**src/hdl/drm_pkg.sv**
```systemverilog
package drm_pkg;

   localparam int DRM_MAX_RECTS  = 32;
   localparam int DRM_COORD_BITS = 12;
   localparam int DRM_ACTION_W   = 2;
   localparam int DRM_INDEX_W    = 5;
   localparam int DRM_COUNT_W    = 6;
   localparam int DRM_CAP_W      = 6;
   localparam logic [DRM_CAP_W-1:0] DRM_CAP_RESET = 6'd32;

   typedef enum logic [DRM_ACTION_W-1:0] {
      ACT_ADD   = 2'd0,
      ACT_CLEAR = 2'd1,
      ACT_READ  = 2'd2,
      ACT_NOP   = 2'd3
   } action_type;

   // Command broadcast to every cell of the table row.
   typedef struct packed {
      logic shift;
      logic write;
   } cell_cmd_type;

endpackage

```
**src/hdl/drm_req_if.sv**
```systemverilog
interface drm_req_if import drm_pkg::*; #(
   parameter int COORD_BITS = DRM_COORD_BITS
);
   logic                    valid;
   logic                    ready;
   logic [DRM_ACTION_W-1:0] action;
   logic [COORD_BITS-1:0]   left;
   logic [COORD_BITS-1:0]   top;
   logic [COORD_BITS-1:0]   right;
   logic [COORD_BITS-1:0]   bottom;
   logic [DRM_INDEX_W-1:0]  index;

   modport source (output valid, action, left, top, right, bottom, index, input ready);
   modport sink   (input valid, action, left, top, right, bottom, index, output ready);
endinterface

```
**src/hdl/drm_rsp_if.sv**
```systemverilog
interface drm_rsp_if import drm_pkg::*; #(
   parameter int COORD_BITS = DRM_COORD_BITS
);
   logic                   valid;
   logic                   ready;
   logic [COORD_BITS:0]    rect_left;
   logic [COORD_BITS:0]    rect_top;
   logic [COORD_BITS:0]    rect_right;
   logic [COORD_BITS:0]    rect_bottom;
   logic                   entry_valid;
   logic [DRM_COUNT_W-1:0] rect_count;

   modport source (output valid, rect_left, rect_top, rect_right, rect_bottom, entry_valid,
                   rect_count, input ready);
   modport sink   (input valid, rect_left, rect_top, rect_right, rect_bottom, entry_valid,
                   rect_count, output ready);
endinterface

```
**src/hdl/drm_cell.sv**
```systemverilog
module drm_cell import drm_pkg::*; #(
   parameter int BW    = 52,
   parameter int CNT_W = 6,
   parameter int POS   = 0
)(
   input  logic             clock,
   input  cell_cmd_type     cmd,
   input  logic [CNT_W-1:0] wr_pos,
   input  logic [BW-1:0]    wr_data,
   input  logic [BW-1:0]    next_data,
   output logic [BW-1:0]    data
);
   logic [BW-1:0] data_ff;
   logic [BW-1:0] data_in;

   always_comb begin
      data_in = data_ff;
      if (cmd.shift) begin
         data_in = next_data;
      end
      // a write lands after the shift, so it fills the freed tail slot
      if (cmd.write && (wr_pos == CNT_W'(POS))) begin
         data_in = wr_data;
      end
   end

   always_ff @(posedge clock) begin
      data_ff <= data_in;
   end

   assign data = data_ff;
endmodule

```
**src/hdl/drm_grow.sv**
```systemverilog
module drm_grow import drm_pkg::*; #(
   parameter int EW    = 13,
   parameter int CNT_W = 6
)(
   input  logic             clock,
   input  logic             reset,
   input  logic             in_valid,
   input  logic [4*EW-1:0]  u_box,
   input  logic [4*EW-1:0]  e_box,
   input  logic [CNT_W-1:0] in_idx,
   output logic             out_valid,
   output logic [4*EW-1:0]  out_box,
   output logic [CNT_W-1:0] out_idx,
   output logic [2*EW-1:0]  out_grow,
   output logic             busy
);
   localparam int L_LSB = 3 * EW;
   localparam int T_LSB = 2 * EW;
   localparam int R_LSB = EW;
   localparam int B_LSB = 0;

   logic             s1_valid_ff, s2_valid_ff;
   logic [4*EW-1:0]  s1_box_ff, s2_box_ff;
   logic [CNT_W-1:0] s1_idx_ff, s2_idx_ff;
   logic [EW-1:0]    s1_uw_ff, s1_uh_ff, s1_ew_ff, s1_eh_ff;
   logic [2*EW-1:0]  s2_ua_ff, s2_ea_ff;

   always_ff @(posedge clock) begin
      if (reset) begin
         s1_valid_ff <= 1'b0;
         s2_valid_ff <= 1'b0;
      end else begin
         s1_valid_ff <= in_valid;
         s2_valid_ff <= s1_valid_ff;
      end
   end

   always_ff @(posedge clock) begin
      s1_box_ff <= u_box;
      s1_idx_ff <= in_idx;
      s1_uw_ff  <= u_box[R_LSB +: EW] - u_box[L_LSB +: EW];
      s1_uh_ff  <= u_box[B_LSB +: EW] - u_box[T_LSB +: EW];
      s1_ew_ff  <= e_box[R_LSB +: EW] - e_box[L_LSB +: EW];
      s1_eh_ff  <= e_box[B_LSB +: EW] - e_box[T_LSB +: EW];
      s2_box_ff <= s1_box_ff;
      s2_idx_ff <= s1_idx_ff;
      s2_ua_ff  <= (2*EW)'(s1_uw_ff) * (2*EW)'(s1_uh_ff);
      s2_ea_ff  <= (2*EW)'(s1_ew_ff) * (2*EW)'(s1_eh_ff);
   end

   // union contains the entry, so the difference never wraps
   assign out_valid = s2_valid_ff;
   assign out_box   = s2_box_ff;
   assign out_idx   = s2_idx_ff;
   assign out_grow  = s2_ua_ff - s2_ea_ff;
   assign busy      = s1_valid_ff | s2_valid_ff;
endmodule

```
**src/hdl/dirty_rect_merge_table_core.sv**
```systemverilog
// Channel | Direction | Payload
// req_ch  | in        | action, left, top, right, bottom, index
// rsp_ch  | out       | rect_left/top/right/bottom, entry_valid, rect_count
// csr     | in        | csr_wr_data = capacity
//
// Clear, read and no-op finish without a scan. An add walks the cell row one entry per
// cycle, and the scan pass repeats after every pass that absorbed an entry. If no
// pass absorbs and the table is full, a merge into the cheapest entry follows.
// Reset (synchronous) empties the table and sets capacity to 32.
// A stalled result is held until it is taken; the next command waits in its final state.
module dirty_rect_merge_table_core import drm_pkg::*; #(
   parameter int MAX_RECTS  = DRM_MAX_RECTS,
   parameter int COORD_BITS = DRM_COORD_BITS
)(
   input  logic                 clock,
   input  logic                 reset,
   drm_req_if.sink              req_ch,
   drm_rsp_if.source            rsp_ch,
   input  logic                 csr_wr_en,
   input  logic [DRM_CAP_W-1:0] csr_wr_data
);
   localparam int EW    = COORD_BITS + 1;
   localparam int BW    = 4 * EW;
   localparam int CNT_W = $clog2(MAX_RECTS + 1);
   localparam int CMP_W = (CNT_W > DRM_CAP_W) ? CNT_W : DRM_CAP_W;
   localparam int L_LSB = 3 * EW;
   localparam int T_LSB = 2 * EW;
   localparam int R_LSB = EW;
   localparam int B_LSB = 0;

   typedef enum logic [4:0] {
      ST_IDLE  = 5'b00001,
      ST_SCAN  = 5'b00010,
      ST_BEST  = 5'b00100,
      ST_DRAIN = 5'b01000,
      ST_DONE  = 5'b10000
   } state_type;

   function automatic logic [BW-1:0] box_union(input logic [BW-1:0] a, input logic [BW-1:0] b);
      logic [EW-1:0] l, t, r, bt;
      l  = (a[L_LSB +: EW] < b[L_LSB +: EW]) ? a[L_LSB +: EW] : b[L_LSB +: EW];
      t  = (a[T_LSB +: EW] < b[T_LSB +: EW]) ? a[T_LSB +: EW] : b[T_LSB +: EW];
      r  = (a[R_LSB +: EW] > b[R_LSB +: EW]) ? a[R_LSB +: EW] : b[R_LSB +: EW];
      bt = (a[B_LSB +: EW] > b[B_LSB +: EW]) ? a[B_LSB +: EW] : b[B_LSB +: EW];
      return {l, t, r, bt};
   endfunction

   function automatic logic box_touch(input logic [BW-1:0] n, input logic [BW-1:0] e);
      logic xt, yt;
      xt = (n[L_LSB +: EW] < e[L_LSB +: EW]) ? (n[R_LSB +: EW] >= e[L_LSB +: EW])
                                             : (e[R_LSB +: EW] >= n[L_LSB +: EW]);
      yt = (n[T_LSB +: EW] < e[T_LSB +: EW]) ? (n[B_LSB +: EW] >= e[T_LSB +: EW])
                                             : (e[B_LSB +: EW] >= n[T_LSB +: EW]);
      return xt && yt;
   endfunction

   state_type state_ff, state_in;
   logic [DRM_ACTION_W-1:0] act_ff, act_in;
   logic [DRM_INDEX_W-1:0]  idx_ff, idx_in;
   logic [BW-1:0]           box_ff, box_in;
   logic [CNT_W-1:0]        count_ff, count_in;
   logic [CNT_W-1:0]        pass_left_ff, pass_left_in;
   logic                    hit_ff, hit_in;
   logic [DRM_CAP_W-1:0]    cap_ff, cap_in;
   logic                    best_any_ff, best_any_in;
   logic [2*EW-1:0]         best_grow_ff, best_grow_in;
   logic [CNT_W-1:0]        best_idx_ff, best_idx_in;
   logic [BW-1:0]           best_box_ff, best_box_in;
   logic                    rsp_valid_ff, rsp_valid_in;
   logic [EW-1:0]           rsp_l_ff, rsp_t_ff, rsp_r_ff, rsp_b_ff;
   logic [EW-1:0]           rsp_l_in, rsp_t_in, rsp_r_in, rsp_b_in;
   logic                    rsp_ev_ff, rsp_ev_in;
   logic [DRM_COUNT_W-1:0]  rsp_cnt_ff, rsp_cnt_in;

   logic [BW-1:0]           cell_q [MAX_RECTS];
   cell_cmd_type            cmd;
   logic [CNT_W-1:0]        wr_pos;
   logic [BW-1:0]           wr_data;

   logic [BW-1:0]           head, u_box, new_box, rd_box;
   logic                    touch, rd_ok, rsp_load;
   logic [CMP_W-1:0]        cap_eff;
   logic [COORD_BITS-1:0]   lo_x, hi_x, lo_y, hi_y;
   logic [EW-1:0]           hi_x_up;

   logic                    g_in_valid, g_valid, g_busy;
   logic [BW-1:0]           g_box;
   logic [CNT_W-1:0]        g_idx, g_in_idx;
   logic [2*EW-1:0]         g_grow;

   for (genvar k = 0; k < MAX_RECTS; k++) begin : g_cell
      logic [BW-1:0] nb;
      if (k == MAX_RECTS - 1) begin : g_last
         assign nb = cell_q[k];
      end else begin : g_mid
         assign nb = cell_q[k+1];
      end
      drm_cell #(.BW(BW), .CNT_W(CNT_W), .POS(k)) u_cell (
         .clock     (clock),
         .cmd       (cmd),
         .wr_pos    (wr_pos),
         .wr_data   (wr_data),
         .next_data (nb),
         .data      (cell_q[k])
      );
   end

   drm_grow #(.EW(EW), .CNT_W(CNT_W)) u_grow (
      .clock     (clock),
      .reset     (reset),
      .in_valid  (g_in_valid),
      .u_box     (u_box),
      .e_box     (head),
      .in_idx    (g_in_idx),
      .out_valid (g_valid),
      .out_box   (g_box),
      .out_idx   (g_idx),
      .out_grow  (g_grow),
      .busy      (g_busy)
   );

   assign head     = cell_q[0];
   assign u_box    = box_union(box_ff, head);
   assign touch    = box_touch(box_ff, head);
   assign g_in_idx = count_ff - pass_left_ff;

   // capacity 0 acts as 1, above the table size as the table size
   always_comb begin
      cap_eff = CMP_W'(cap_ff);
      if (cap_ff == '0) begin
         cap_eff = CMP_W'(1);
      end else if (CMP_W'(cap_ff) > CMP_W'(MAX_RECTS)) begin
         cap_eff = CMP_W'(MAX_RECTS);
      end
   end

   // horizontal alignment to 4, reversed edges swapped
   always_comb begin
      lo_x    = (req_ch.left < req_ch.right) ? req_ch.left : req_ch.right;
      hi_x    = (req_ch.left < req_ch.right) ? req_ch.right : req_ch.left;
      lo_y    = (req_ch.top < req_ch.bottom) ? req_ch.top : req_ch.bottom;
      hi_y    = (req_ch.top < req_ch.bottom) ? req_ch.bottom : req_ch.top;
      hi_x_up = EW'(hi_x) + EW'(3);
      new_box = {1'b0, lo_x[COORD_BITS-1:2], 2'b00,
                 1'b0, lo_y,
                 hi_x_up[EW-1:2], 2'b00,
                 1'b0, hi_y};
   end

   always_comb begin
      rd_box = '0;
      for (int k = 0; k < MAX_RECTS; k++) begin
         if (32'(idx_ff) == 32'(k)) begin
            rd_box = cell_q[k];
         end
      end
      rd_ok = (act_ff == ACT_READ) && (32'(idx_ff) < 32'(count_ff))
              && (32'(idx_ff) < 32'(MAX_RECTS));
   end

   assign req_ch.ready = (state_ff == ST_IDLE);
   assign rsp_load     = (state_ff == ST_DONE) && (!rsp_valid_ff || rsp_ch.ready);

   always_comb begin
      state_in     = state_ff;
      act_in       = act_ff;
      idx_in       = idx_ff;
      box_in       = box_ff;
      count_in     = count_ff;
      pass_left_in = pass_left_ff;
      hit_in       = hit_ff;
      cap_in       = csr_wr_en ? csr_wr_data : cap_ff;
      best_any_in  = best_any_ff;
      best_grow_in = best_grow_ff;
      best_idx_in  = best_idx_ff;
      best_box_in  = best_box_ff;
      cmd          = '0;
      wr_pos       = count_ff - CNT_W'(1);
      wr_data      = head;
      g_in_valid   = 1'b0;

      if (g_valid && (!best_any_ff || (g_grow < best_grow_ff))) begin
         best_any_in  = 1'b1;
         best_grow_in = g_grow;
         best_idx_in  = g_idx;
         best_box_in  = g_box;
      end

      unique case (state_ff)
         ST_IDLE: begin
            if (req_ch.valid) begin
               act_in = req_ch.action;
               idx_in = req_ch.index;
               box_in = new_box;
               unique case (req_ch.action)
                  ACT_ADD: begin
                     state_in     = ST_SCAN;
                     pass_left_in = count_ff;
                     hit_in       = 1'b0;
                  end
                  ACT_CLEAR: begin
                     count_in = '0;
                     state_in = ST_DONE;
                  end
                  default: begin
                     state_in = ST_DONE;
                  end
               endcase
            end
         end
         ST_SCAN: begin
            if (pass_left_ff == '0) begin
               if (hit_ff) begin
                  pass_left_in = count_ff;
                  hit_in       = 1'b0;
               end else if (CMP_W'(count_ff) < cap_eff) begin
                  cmd.write = 1'b1;
                  wr_pos    = count_ff;
                  wr_data   = box_ff;
                  count_in  = count_ff + CNT_W'(1);
                  state_in  = ST_DONE;
               end else begin
                  pass_left_in = count_ff;
                  best_any_in  = 1'b0;
                  state_in     = ST_BEST;
               end
            end else begin
               pass_left_in = pass_left_ff - CNT_W'(1);
               cmd.shift    = 1'b1;
               if (touch) begin
                  // absorbed: drop the head, the row closes up behind it
                  box_in   = u_box;
                  count_in = count_ff - CNT_W'(1);
                  hit_in   = 1'b1;
               end else begin
                  cmd.write = 1'b1;
               end
            end
         end
         ST_BEST: begin
            if (pass_left_ff == '0) begin
               state_in = ST_DRAIN;
            end else begin
               pass_left_in = pass_left_ff - CNT_W'(1);
               cmd.shift    = 1'b1;
               cmd.write    = 1'b1;
               g_in_valid   = 1'b1;
            end
         end
         ST_DRAIN: begin
            if (!g_busy && !g_valid) begin
               cmd.write = 1'b1;
               wr_pos    = best_idx_ff;
               wr_data   = best_box_ff;
               state_in  = ST_DONE;
            end
         end
         ST_DONE: begin
            if (rsp_load) begin
               state_in = ST_IDLE;
            end
         end
         default: begin
            state_in = ST_IDLE;
         end
      endcase
   end

   always_comb begin
      rsp_valid_in = rsp_valid_ff && !rsp_ch.ready;
      rsp_l_in     = rsp_l_ff;
      rsp_t_in     = rsp_t_ff;
      rsp_r_in     = rsp_r_ff;
      rsp_b_in     = rsp_b_ff;
      rsp_ev_in    = rsp_ev_ff;
      rsp_cnt_in   = rsp_cnt_ff;
      if (rsp_load) begin
         rsp_valid_in = 1'b1;
         rsp_l_in     = rd_ok ? rd_box[L_LSB +: EW] : '0;
         rsp_t_in     = rd_ok ? rd_box[T_LSB +: EW] : '0;
         rsp_r_in     = rd_ok ? rd_box[R_LSB +: EW] : '0;
         rsp_b_in     = rd_ok ? rd_box[B_LSB +: EW] : '0;
         rsp_ev_in    = rd_ok;
         rsp_cnt_in   = DRM_COUNT_W'(count_ff);
      end
   end

   always_ff @(posedge clock) begin
      if (reset) begin
         state_ff     <= ST_IDLE;
         count_ff     <= '0;
         pass_left_ff <= '0;
         hit_ff       <= 1'b0;
         cap_ff       <= DRM_CAP_RESET;
         best_any_ff  <= 1'b0;
         rsp_valid_ff <= 1'b0;
      end else begin
         state_ff     <= state_in;
         count_ff     <= count_in;
         pass_left_ff <= pass_left_in;
         hit_ff       <= hit_in;
         cap_ff       <= cap_in;
         best_any_ff  <= best_any_in;
         rsp_valid_ff <= rsp_valid_in;
      end
   end

   always_ff @(posedge clock) begin
      act_ff       <= act_in;
      idx_ff       <= idx_in;
      box_ff       <= box_in;
      best_grow_ff <= best_grow_in;
      best_idx_ff  <= best_idx_in;
      best_box_ff  <= best_box_in;
      rsp_l_ff     <= rsp_l_in;
      rsp_t_ff     <= rsp_t_in;
      rsp_r_ff     <= rsp_r_in;
      rsp_b_ff     <= rsp_b_in;
      rsp_ev_ff    <= rsp_ev_in;
      rsp_cnt_ff   <= rsp_cnt_in;
   end

   assign rsp_ch.valid       = rsp_valid_ff;
   assign rsp_ch.rect_left   = rsp_l_ff;
   assign rsp_ch.rect_top    = rsp_t_ff;
   assign rsp_ch.rect_right  = rsp_r_ff;
   assign rsp_ch.rect_bottom = rsp_b_ff;
   assign rsp_ch.entry_valid = rsp_ev_ff;
   assign rsp_ch.rect_count  = rsp_cnt_ff;
endmodule

```
**src/flat_wrapper.sv**
```systemverilog
// flat-port wrapper written by rule: the top's interface ports become plain ports
module dirty_rect_merge_table_core_flat import drm_pkg::*;
#(
   parameter int MAX_RECTS  = DRM_MAX_RECTS,
   parameter int COORD_BITS = DRM_COORD_BITS
)
  (clock, reset, csr_wr_en, csr_wr_data, req_ch_valid, req_ch_action, req_ch_left, req_ch_top, req_ch_right, req_ch_bottom, req_ch_index, req_ch_ready, rsp_ch_valid, rsp_ch_rect_left, rsp_ch_rect_top, rsp_ch_rect_right, rsp_ch_rect_bottom, rsp_ch_entry_valid, rsp_ch_rect_count, rsp_ch_ready);
  drm_req_if #(.COORD_BITS(COORD_BITS)) req_ch_i ();
  drm_rsp_if #(.COORD_BITS(COORD_BITS)) rsp_ch_i ();
  input  logic clock;
  input  logic reset;
  input  logic csr_wr_en;
  input  logic [DRM_CAP_W-1:0] csr_wr_data;
  input wire logic [$bits(req_ch_i.valid)-1:0] req_ch_valid;
  input wire logic [$bits(req_ch_i.action)-1:0] req_ch_action;
  input wire logic [$bits(req_ch_i.left)-1:0] req_ch_left;
  input wire logic [$bits(req_ch_i.top)-1:0] req_ch_top;
  input wire logic [$bits(req_ch_i.right)-1:0] req_ch_right;
  input wire logic [$bits(req_ch_i.bottom)-1:0] req_ch_bottom;
  input wire logic [$bits(req_ch_i.index)-1:0] req_ch_index;
  output wire logic [$bits(req_ch_i.ready)-1:0] req_ch_ready;
  output wire logic [$bits(rsp_ch_i.valid)-1:0] rsp_ch_valid;
  output wire logic [$bits(rsp_ch_i.rect_left)-1:0] rsp_ch_rect_left;
  output wire logic [$bits(rsp_ch_i.rect_top)-1:0] rsp_ch_rect_top;
  output wire logic [$bits(rsp_ch_i.rect_right)-1:0] rsp_ch_rect_right;
  output wire logic [$bits(rsp_ch_i.rect_bottom)-1:0] rsp_ch_rect_bottom;
  output wire logic [$bits(rsp_ch_i.entry_valid)-1:0] rsp_ch_entry_valid;
  output wire logic [$bits(rsp_ch_i.rect_count)-1:0] rsp_ch_rect_count;
  input wire logic [$bits(rsp_ch_i.ready)-1:0] rsp_ch_ready;
  assign req_ch_i.valid = req_ch_valid;
  assign req_ch_i.action = req_ch_action;
  assign req_ch_i.left = req_ch_left;
  assign req_ch_i.top = req_ch_top;
  assign req_ch_i.right = req_ch_right;
  assign req_ch_i.bottom = req_ch_bottom;
  assign req_ch_i.index = req_ch_index;
  assign req_ch_ready = req_ch_i.ready;
  assign rsp_ch_valid = rsp_ch_i.valid;
  assign rsp_ch_rect_left = rsp_ch_i.rect_left;
  assign rsp_ch_rect_top = rsp_ch_i.rect_top;
  assign rsp_ch_rect_right = rsp_ch_i.rect_right;
  assign rsp_ch_rect_bottom = rsp_ch_i.rect_bottom;
  assign rsp_ch_entry_valid = rsp_ch_i.entry_valid;
  assign rsp_ch_rect_count = rsp_ch_i.rect_count;
  assign rsp_ch_i.ready = rsp_ch_ready;
  dirty_rect_merge_table_core #(.MAX_RECTS(MAX_RECTS), .COORD_BITS(COORD_BITS)) u_core (.clock(clock), .reset(reset), .req_ch(req_ch_i), .rsp_ch(rsp_ch_i), .csr_wr_en(csr_wr_en), .csr_wr_data(csr_wr_data));
endmodule
```
**config.mk**
```make
export PLATFORM = sky130hd
export DESIGN_NAME = dirty_rect_merge_table_core_flat
export DESIGN_NICKNAME = d
export VERILOG_FILES = /design/src/hdl/drm_pkg.sv /design/src/hdl/drm_req_if.sv /design/src/hdl/drm_rsp_if.sv /design/src/hdl/drm_cell.sv /design/src/hdl/drm_grow.sv /design/src/hdl/dirty_rect_merge_table_core.sv /design/src/flat_wrapper.sv
export SDC_FILE = /design/constraint.sdc
export NUM_CORES = 2
export LEC_CHECK = 0
export BUFFER_PORTS_ARGS = -buffer_cell sky130_fd_sc_hd__buf_2
export CAP_MARGIN = 20
export CELL_PAD_IN_SITES_DETAIL_PLACEMENT = 0
export CELL_PAD_IN_SITES_GLOBAL_PLACEMENT = 1
export CORE_ASPECT_RATIO = 2
export CORE_MARGIN = 4
export CORE_UTILIZATION = 54
export DETAILED_ROUTE_END_ITERATION = 12
export GPL_TIMING_DRIVEN = 0
export PLACE_DENSITY = 0.91
export RECOVER_POWER = 100
export SLEW_MARGIN = 40
export SYNTH_ARGS = -nofsm -noshare
export SYNTH_HDL_FRONTEND = slang
export SYNTH_HIERARCHICAL = 1
export SYNTH_SLANG_ARGS = --single-unit
```
**constraint.sdc**
```tcl
create_clock -name clock -period 11.85 [get_ports clock]
set_input_delay 1.185 -clock clock [delete_from_list [all_inputs] [get_ports clock]]
set_output_delay 1.185 -clock clock [all_outputs]
set_load 0.01 [all_outputs]
```
=== Word-level counts from Yosys, hierarchy flattened ===
Cells that the tools add are included.
Widths: inputs -> output; s select.

* Bits in latches: 0
* Bits in writable memories: 0
* ROM bits: 0
* Bits of input ports: 66
* Memories: 0
* Output and inout port bits: 61
* Flip-flop bits (word level): 2,114
* Word-level logic and storage cells: 428

* Reduce and logical (&&, ||, !) cells: 90
* Multiply operators: 2
* Div/mod/pow operators: 0
* $lt $le $gt $ge: 14
* Shifts and indexed selects: 0
* $add $sub $neg: 10
* Mux-type cells: 163
* Bitwise logic cells: 2
* Equality and inequality tests: 84

{| class="wikitable"
|+ Operators with widths
! kind !! number
|-
| $mux 52 || 101
|-
| $pmux 52 s2 || 2
|-
| $mux 6 || 18
|-
| $eq 6x5->1 const B || 16
|-
| $eq 5x5->1 const B || 17
|-
| $reduce_bool 2->1 || 32
|-
| $ge 13x13->1 || 4
|-
| $mul 13x13->26 || 2
|-
| $mux 13 || 4
|-
| $sub 13x13->13 || 4
|-
| $eq 6x4->1 const B || 8
|-
| $mux 12 || 4
|-
| $eq 5x4->1 const B || 9
|-
| $mux 5 || 8
|-
| $logic_and 1x1->1 || 38
|-
| $gt 13x13->1 || 2
|-
| $lt 13x13->1 || 2
|-
| $lt 26x26->1 || 1
|-
| $sub 26x26->26 || 1
|-
| $eq 5x3->1 const B || 5
|-
| $pmux 5 s5 || 1
|-
| $eq 6x3->1 const B || 4
|-
| $lt 12x12->1 || 2
|-
| $pmux 6 s2 || 2
|-
| 36 further kinds || 78
|}

=== Depth between registers and ports, before layout ===
* Depth after elaboration: 33
* Gate-level depth with buffers: 21
* Depth with buffers taken out: 20

=== Hierarchy ===
Netlist, hierarchy kept.

{| class="wikitable"
|+ Modules (own cells, without submodules)
! module !! cells each !! area an instance (um^2) !! seq. area each (um^2) !! instances
|-
| dirty_rect_merge_table_core || 3,637 || 28,139.5 || 6,586.3 || 1
|-
| drm_grow || 2,119 || 19,446.2 || 4,444.3 || 1
|-
| drm_cell at u_core.g_cell[19].u_cell ... || 112 || 2,234.6 || 1,561.5 || 6
|-
| drm_cell at u_core.g_cell[10].u_cell ... || 113 || 2,235.9 || 1,561.5 || 5
|-
| drm_cell at u_core.g_cell[17].u_cell ... || 112 || 2,441.1 || 1,561.5 || 4
|-
| drm_cell at u_core.g_cell[1].u_cell ... || 113 || 2,438.6 || 1,561.5 || 4
|-
| drm_cell at u_core.g_cell[11].u_cell ... || 113 || 2,268.4 || 1,561.5 || 4
|-
| drm_cell at u_core.g_cell[23].u_cell ... || 113 || 2,253.4 || 1,561.5 || 4
|-
| drm_cell at u_core.g_cell[12].u_cell ... || 113 || 2,431.1 || 1,561.5 || 2
|-
| drm_cell at u_core.g_cell[16].u_cell || 112 || 2,429.8 || 1,561.5 || 1
|-
| drm_cell at u_core.g_cell[0].u_cell || 113 || 2,427.3 || 1,561.5 || 1
|-
| drm_cell at u_core.g_cell[15].u_cell || 112 || 2,279.7 || 1,561.5 || 1
|}

=== Least setup slack after synthesis ===
OpenSTA, ideal clock, no wires.

* Kind: reg2reg
* From: register u_core.u_grow.s2_ua_ff[0]
* To: register u_core.best_box_ff[0] (enable)
* Path buffers: 0
* Library setup time: 0.652 ns
* Clock period less this slack: 10.119 ns
* Cell stages (with the launch flop): 19
* Data arrival time: 9.468 ns
* Required time: 11.198 ns
* Setup slack: 1.731 ns
* Cells stage by stage: dfxtp_1 inv_1 ha_1 fa_1 nor2b_1 o2111ai_1 and4_1 a2111oi_2 a211o_1 xor2_1 ha_1 a21o_1 a21oi_1 nor2b_1 o21ai_0 nand2b_1 a21oi_1 o211ai_1 a211oi_1

* Cells in the longest elaborated chain, start to end: 4

{| class="wikitable"
|+ RTL lines
! item !! RTL line !! text
|-
| start, declared || drm_grow.sv:26 || <nowiki>logic [2*EW-1:0] s2_ua_ff, s2_ea_ff;</nowiki>
|-
| start signal, assigned || drm_grow.sv:47 || <nowiki>s2_ua_ff <= (2*EW)'(s1_uw_ff) * (2*EW)'(s1_uh_ff);</nowiki>
|-
| $sub 26x26->26 || drm_grow.sv:55 || <nowiki>assign out_grow = s2_ua_ff - s2_ea_ff;</nowiki>
|-
| named net u_core.g_grow[20] || dirty_rect_merge_table_core.sv:89 || <nowiki>logic [2*EW-1:0] g_grow;</nowiki>
|-
| $lt 26x26->1 || dirty_rect_merge_table_core.sv:182 || <nowiki>if (g_valid && (!best_any_ff || (g_grow < best_grow_ff))) begin</nowiki>
|-
| $logic_or 1x1->1 || dirty_rect_merge_table_core.sv:182 ||
|-
| $logic_and 1x1->1 || dirty_rect_merge_table_core.sv:182 ||
|-
| end signal, assigned || dirty_rect_merge_table_core.sv:314 || <nowiki>best_box_ff <= best_box_in;</nowiki>
|-
| end, declared || dirty_rect_merge_table_core.sv:68 || <nowiki>logic [BW-1:0] best_box_ff, best_box_in;</nowiki>
|}

The timed path passes the listed nets, and every way through them passes these cells.
A chain may end at the register's enable or synchronous reset.

=== Worst setup path in the final report ===
* From: register u_core.cap_ff[5]
* To: register u_core.g_cell[27].u_cell.data_ff[29] (data pin)

* Cells in the longest elaborated chain, start to end: 11
* Elaborated cells on any way between the ends: 20
* Classes of those cells: 2 x order compare; 1 x eq/ne; 15 x mux; 2 x reduce/logical

{| class="wikitable"
|+ RTL lines
! item !! RTL line !! text
|-
| start, declared || dirty_rect_merge_table_core.sv:64 || <nowiki>logic [DRM_CAP_W-1:0] cap_ff, cap_in;</nowiki>
|-
| start signal, assigned || dirty_rect_merge_table_core.sv:302 || <nowiki>cap_ff <= cap_in;</nowiki>
|-
| $gt 6x6->1 || dirty_rect_merge_table_core.sv:132 || <nowiki>end else if (CMP_W'(cap_ff) > CMP_W'(MAX_RECTS)) begin</nowiki>
|-
| $mux 6 || dirty_rect_merge_table_core.sv:132 ||
|-
| $mux 6 * || dirty_rect_merge_table_core.sv:130 || <nowiki>if (cap_ff == '0) begin</nowiki>
|-
| $lt 6x6->1 * || dirty_rect_merge_table_core.sv:216 || <nowiki>end else if (CMP_W'(count_ff) < cap_eff) begin</nowiki>
|-
| $mux 6 * || dirty_rect_merge_table_core.sv:216 ||
|-
| $mux 6 * || dirty_rect_merge_table_core.sv:213 || <nowiki>if (hit_ff) begin</nowiki>
|-
| $mux 6 * || dirty_rect_merge_table_core.sv:212 || <nowiki>if (pass_left_ff == '0) begin</nowiki>
|-
| $pmux 6 s2 * || dirty_rect_merge_table_core.sv:189 || <nowiki>unique case (state_ff)</nowiki>
|-
| named net u_core.wr_pos[0] || dirty_rect_merge_table_core.sv:77 || <nowiki>logic [CNT_W-1:0] wr_pos;</nowiki>
|-
| $eq 6x5->1 * || drm_cell.sv:22 || <nowiki>if (cmd.write && (wr_pos == CNT_W'(POS))) begin</nowiki>
|-
| $logic_and 1x1->1 * || drm_cell.sv:22 ||
|-
| $mux 52 * || drm_cell.sv:22 ||
|-
| named net u_core.g_cell[27].u_cell.data_in[29] || drm_cell.sv:14 || <nowiki>logic [BW-1:0] data_in;</nowiki>
|-
| end signal, assigned || drm_cell.sv:28 || <nowiki>data_ff <= data_in;</nowiki>
|-
| end, declared || drm_cell.sv:13 || <nowiki>logic [BW-1:0] data_ff;</nowiki>
|}

The timed path passes the listed nets; every way through them passes the cells marked *.

==> flow_summary_export.csv <==
group,metric,value,unit
placement,portBuffers,125,
final_layout,number_of_nets_in_the_finished_design,10550,
yosys,post_synth.cell_area_avg,13.01,um2
timing,fin_skew,0.07890,ns
yosys,synth-seq-area-share,50.09,%
global_routing,globalRouteTotalUtil,45.92,%
clocking,hold_buffers,0,
global_routing,grt_first_pass_wirelength,741.7,mm
routing,maxUsedRoutingLayer,"met5",
clocking,register_clock_pin_slew_on_the_reported_worst_setup_and_hold_paths,0.07,ns
worst_setup_path,crit_type,"reg -> reg",
final_layout,area_growth_from_synthesis_to_final_layout,8.747,%
worst_setup_path,worst-endpoint-arrival,10.28,ns
yosys,ys_dominant_reg_cell,"edfxtp_1",
worst_setup_path,cp.required,12.52,ns
pwr,intPower,19.20,mW
routing,drc_errors,0,
pwr,power_density,273.0,mW/mm2
routing,met3_layer_wire_length_in_the_routed_design,44.95,mm
global_routing,vias_in_the_first_global_route,92210,
routing,postRouteWirelength,530.2,mm
clocking,clock_tree.htree_level_count,4,
routing,post_dr_vias_cell,7.020,
routing,dr.first_iter.drc_count,11520,
final_layout,post_layout_nonfiller_instances,13060,
floorplanning,initial_standard_cell_utilization_of_the_core,54.27,%
pwr,power.switching,16.96,mW
pwr,report.power.total,36.16,mW
yosys,synth_cell_type_count,110,
yosys,syn_inst,9360,
timing,unrepaired_setup_endpoints_after_global_routing,"false",
global_routing,grt_antenna_before_repair,51,
timing,max_freq,0.1040,GHz
timing,post-route-period-util,81.13,%
yosys,yosys.area.top_type,"edfxtp_1",
routing,postRouteAntennaNets,0,
global_routing,grt_start_max_net_pins,53,
placement,routabilityCongestion,1.070,
clocking,worstSkewPairLatency,0.92,ns
yosys,net_count_after_synthesis,10060,
clocking,tritoncts,"done",
yosys,yosysMostFrequentCell,"edfxtp_1",
floorplanning,std_cell_rows,246,
run,max_cap_violations,18,
final_layout,drive_gt1_share,20.38,%
yosys,synth_warn,6,
worst_setup_path,setup.worst_path.start_class,"register",
clocking,cts_buffers,195,
timing,final.setup.tns,0,ns
placement,place.detailed.instances,12630,
timing,finalSetupViolations,0,
floorplanning,die_width,343.8,um
pwr,power.leakage,48.51,nW
timing,period_minus_slack,9.614,ns
pwr,power.share.sequential,24.7,%
clocking,cts_root_buffer,"clkbuf_16",
pwr,power.ir.vdd_worst,0.9179,mV
clocking,cts-resized-gates,0,
floorplanning,dieHeight,679.6,um
placement,hpwl,409.1,mm
timing,finalHoldViolations,0,
floorplanning,die_area,0.2336,mm2
routing,met2RoutedLength,257.0,mm
yosys,synth_enable_flop_cells,1866,
yosys,post_synth_instance_area,0.1218,mm2
timing,slew_headroom,-74.78,%
pwr,swShare,46.90,%
run_status,status,"finished with violations",
timing,timing_max_transition_violations_final,213,
clocking,cts.repair_timing.setup_buffer_count,0,
clocking,clockBufferDepth,4,
pwr,pwr-share-clk,18.4,%
final_layout,post-route-util,59.02,%
routing,vias,91680,
routing,route.layer.met1.wl,135.5,mm
timing,timing_worst_slew_pin_value,2.622,ns
global_routing,globalRouteOverflowTotal,0,
yosys,ys_top_cells_by_count,"edfxtp_1 (1,866), mux2_2 (1,064), mux2_4 (613)",
floorplanning,coreArea,0.2244,mm2
yosys,post_synth_main_area_contributors,"edfxtp_1 (46%), mux2_2 (9.8%), mux2_4 (7.6%)",
yosys,yosys.area.top_type_share,46.01,%
yosys,yosys_register_bits,2114,
clocking,cts_num_sinks,2114,
worst_setup_path,critical_path.max_fanout,16,
worst_hold_path,min_path_type,"reg -> reg",
routing,wire_per_inst,40.59,um
floorplanning,ioPinCount,127,
run_status,violated_checks,"max-capacitance violations, max-slew violations",
yosys,synthArstFlopShare,0,%
pwr,power.share.combinational,56.9,%
worst_setup_path,cp-end-kind,"register",
routing,dr.pass1.iters,10,
==> final timing paths <==
kind / startpoint / to / cells after the start / slack [ns]
hold / removal: u_core/u_grow/s1_box_ff[41]$_DFF_P_ / u_core/u_grow/out_box[41]$_DFF_P_ / 0 / 0.29
setup / recovery: u_core/cap_ff[5]$_SDFFE_PP1P_ / u_core/g_cell[27].u_cell/data[29]$_DFFE_PP_ / 18 / 2.24
hold reg to reg: u_core/u_grow/s1_box_ff[41]$_DFF_P_ / u_core/u_grow/out_box[41]$_DFF_P_ / 0 / 0.29
setup reg to reg: u_core/cap_ff[5]$_SDFFE_PP1P_ / u_core/g_cell[27].u_cell/data[29]$_DFFE_PP_ / 18 / 2.24
==> flip-flops by register name, indices dropped and copies added (netlist names), 26 cells and up <==
| register | flops |
|---|---|
| u_core/u_grow/out_box | 52 |
| u_core/best_grow_ff | 26 |
| u_core/u_grow/s2_ea_ff | 26 |
| u_core/box_ff | 52 |
| u_core/g_cell.u_cell/data | 1664 |
| u_core/u_grow/s1_box_ff | 52 |
| u_core/u_grow/s2_ua_ff | 26 |
| u_core/best_box_ff | 52 |
==> placed cells by master (no fill, tap or decap), types with 100 or more instances in the layout <==
cell / n
edfxtp_1: 1866
mux2_2: 1033
mux2_1: 658
inv_1: 608
nand2_1: 512
a21oi_1: 431
clkbuf_1: 393
ha_1: 381
o21ai_0: 341
nor2_1: 329
fa_1: 248
dfxtp_1: 248
o22ai_1: 213
clkbuf_16: 201
buf_2: 174
mux2i_1: 161
a22oi_1: 154
and2_1: 154
nor3_1: 113
clkbuf_2: 106
nand3_1: 100
==> final cells by class <==
cell class	instances	area (um2)
antenna	73	182.7
buffer	513	2369
clock buffer	241	5229
clock inverter	109	1206
fill	18520	91950
inverter	611	2293
multi-input combinational	6122	53410
sequential	2114	61000
tap	2976	3724
timing repair buffer	302	3019
==> power by group through the flow <==
stage | Sequential (mW) | Clock, mW | Combinational [mW]
after floorplan | 8.93 | 0 | 13.3
after CTS | 8.92 | 6.66 | 20.8
final | 8.93 | 6.67 | 20.6
after global routing | 8.93 | 7.00 | 22.3
after global placement | 9.07 | 0 | 20.0
after detailed placement | 9.08 | 0 | 20.6
==> kinds of logic (layout without fill, tap and decap cells) <==
kind of cell / count (synthesis) / in the layout / synth area share [%]
muxes: 1933 / 1933 / 19.77
adders and majority gates: 629 / 629 / 7.991
and+or+nand+nor: 1580 / 1580 / 6.807
DFF: 2114 / 2114 / 50.09
buffers and inverters: 1124 / 1776 / 4.597
AOI/OAI and AO/OA: 1853 / 1853 / 9.828
other: 0 / 73 / 0
xor gates and xnor gates: 127 / 127 / 0.9134
==> worst max-delay path, stage by stage, from the launching register on <==
cell and delay, ns:
dfxtp_1 0.30, inv_1 0.16, nand2_1 0.09, ha_1 0.30, a211o_1 0.26, a21oi_1 0.14
o21ai_0 0.30, nor4_1 1.29, clkbuf_1 0.91, clkbuf_1 1.07, a22oi_1 0.17, o21ai_0 0.39
clkbuf_1 0.63, buf_8 0.23, nand4b_1 0.12, nor3_1 1.07, clkbuf_1 0.77, clkbuf_1 0.74
mux2_2 0.42
==> per-stage QoR <==
stage | hold slack, ns | setup WS, ns | area [um2]
after floorplan | 0.3096 | 1.731 | 121800
after global placement | 0.3106 | -3.645 | 126100
after detailed placement | 0.3121 | 5.016 | 130000
after CTS | 0.3014 | 5.024 | 136400
after global routing | 0.3045 | 2.387 | 132300
final | 0.2927 | 2.236 | 132400
==> layer usage <==
layer	global-route usage, %	up-vias
met4	57.55	14
met3	14.67	3717
met5	0.1263	-
li1	-	36340
met1	38.34	44700
met2	76.45	6914
Power figures use the tool's default switching activity.
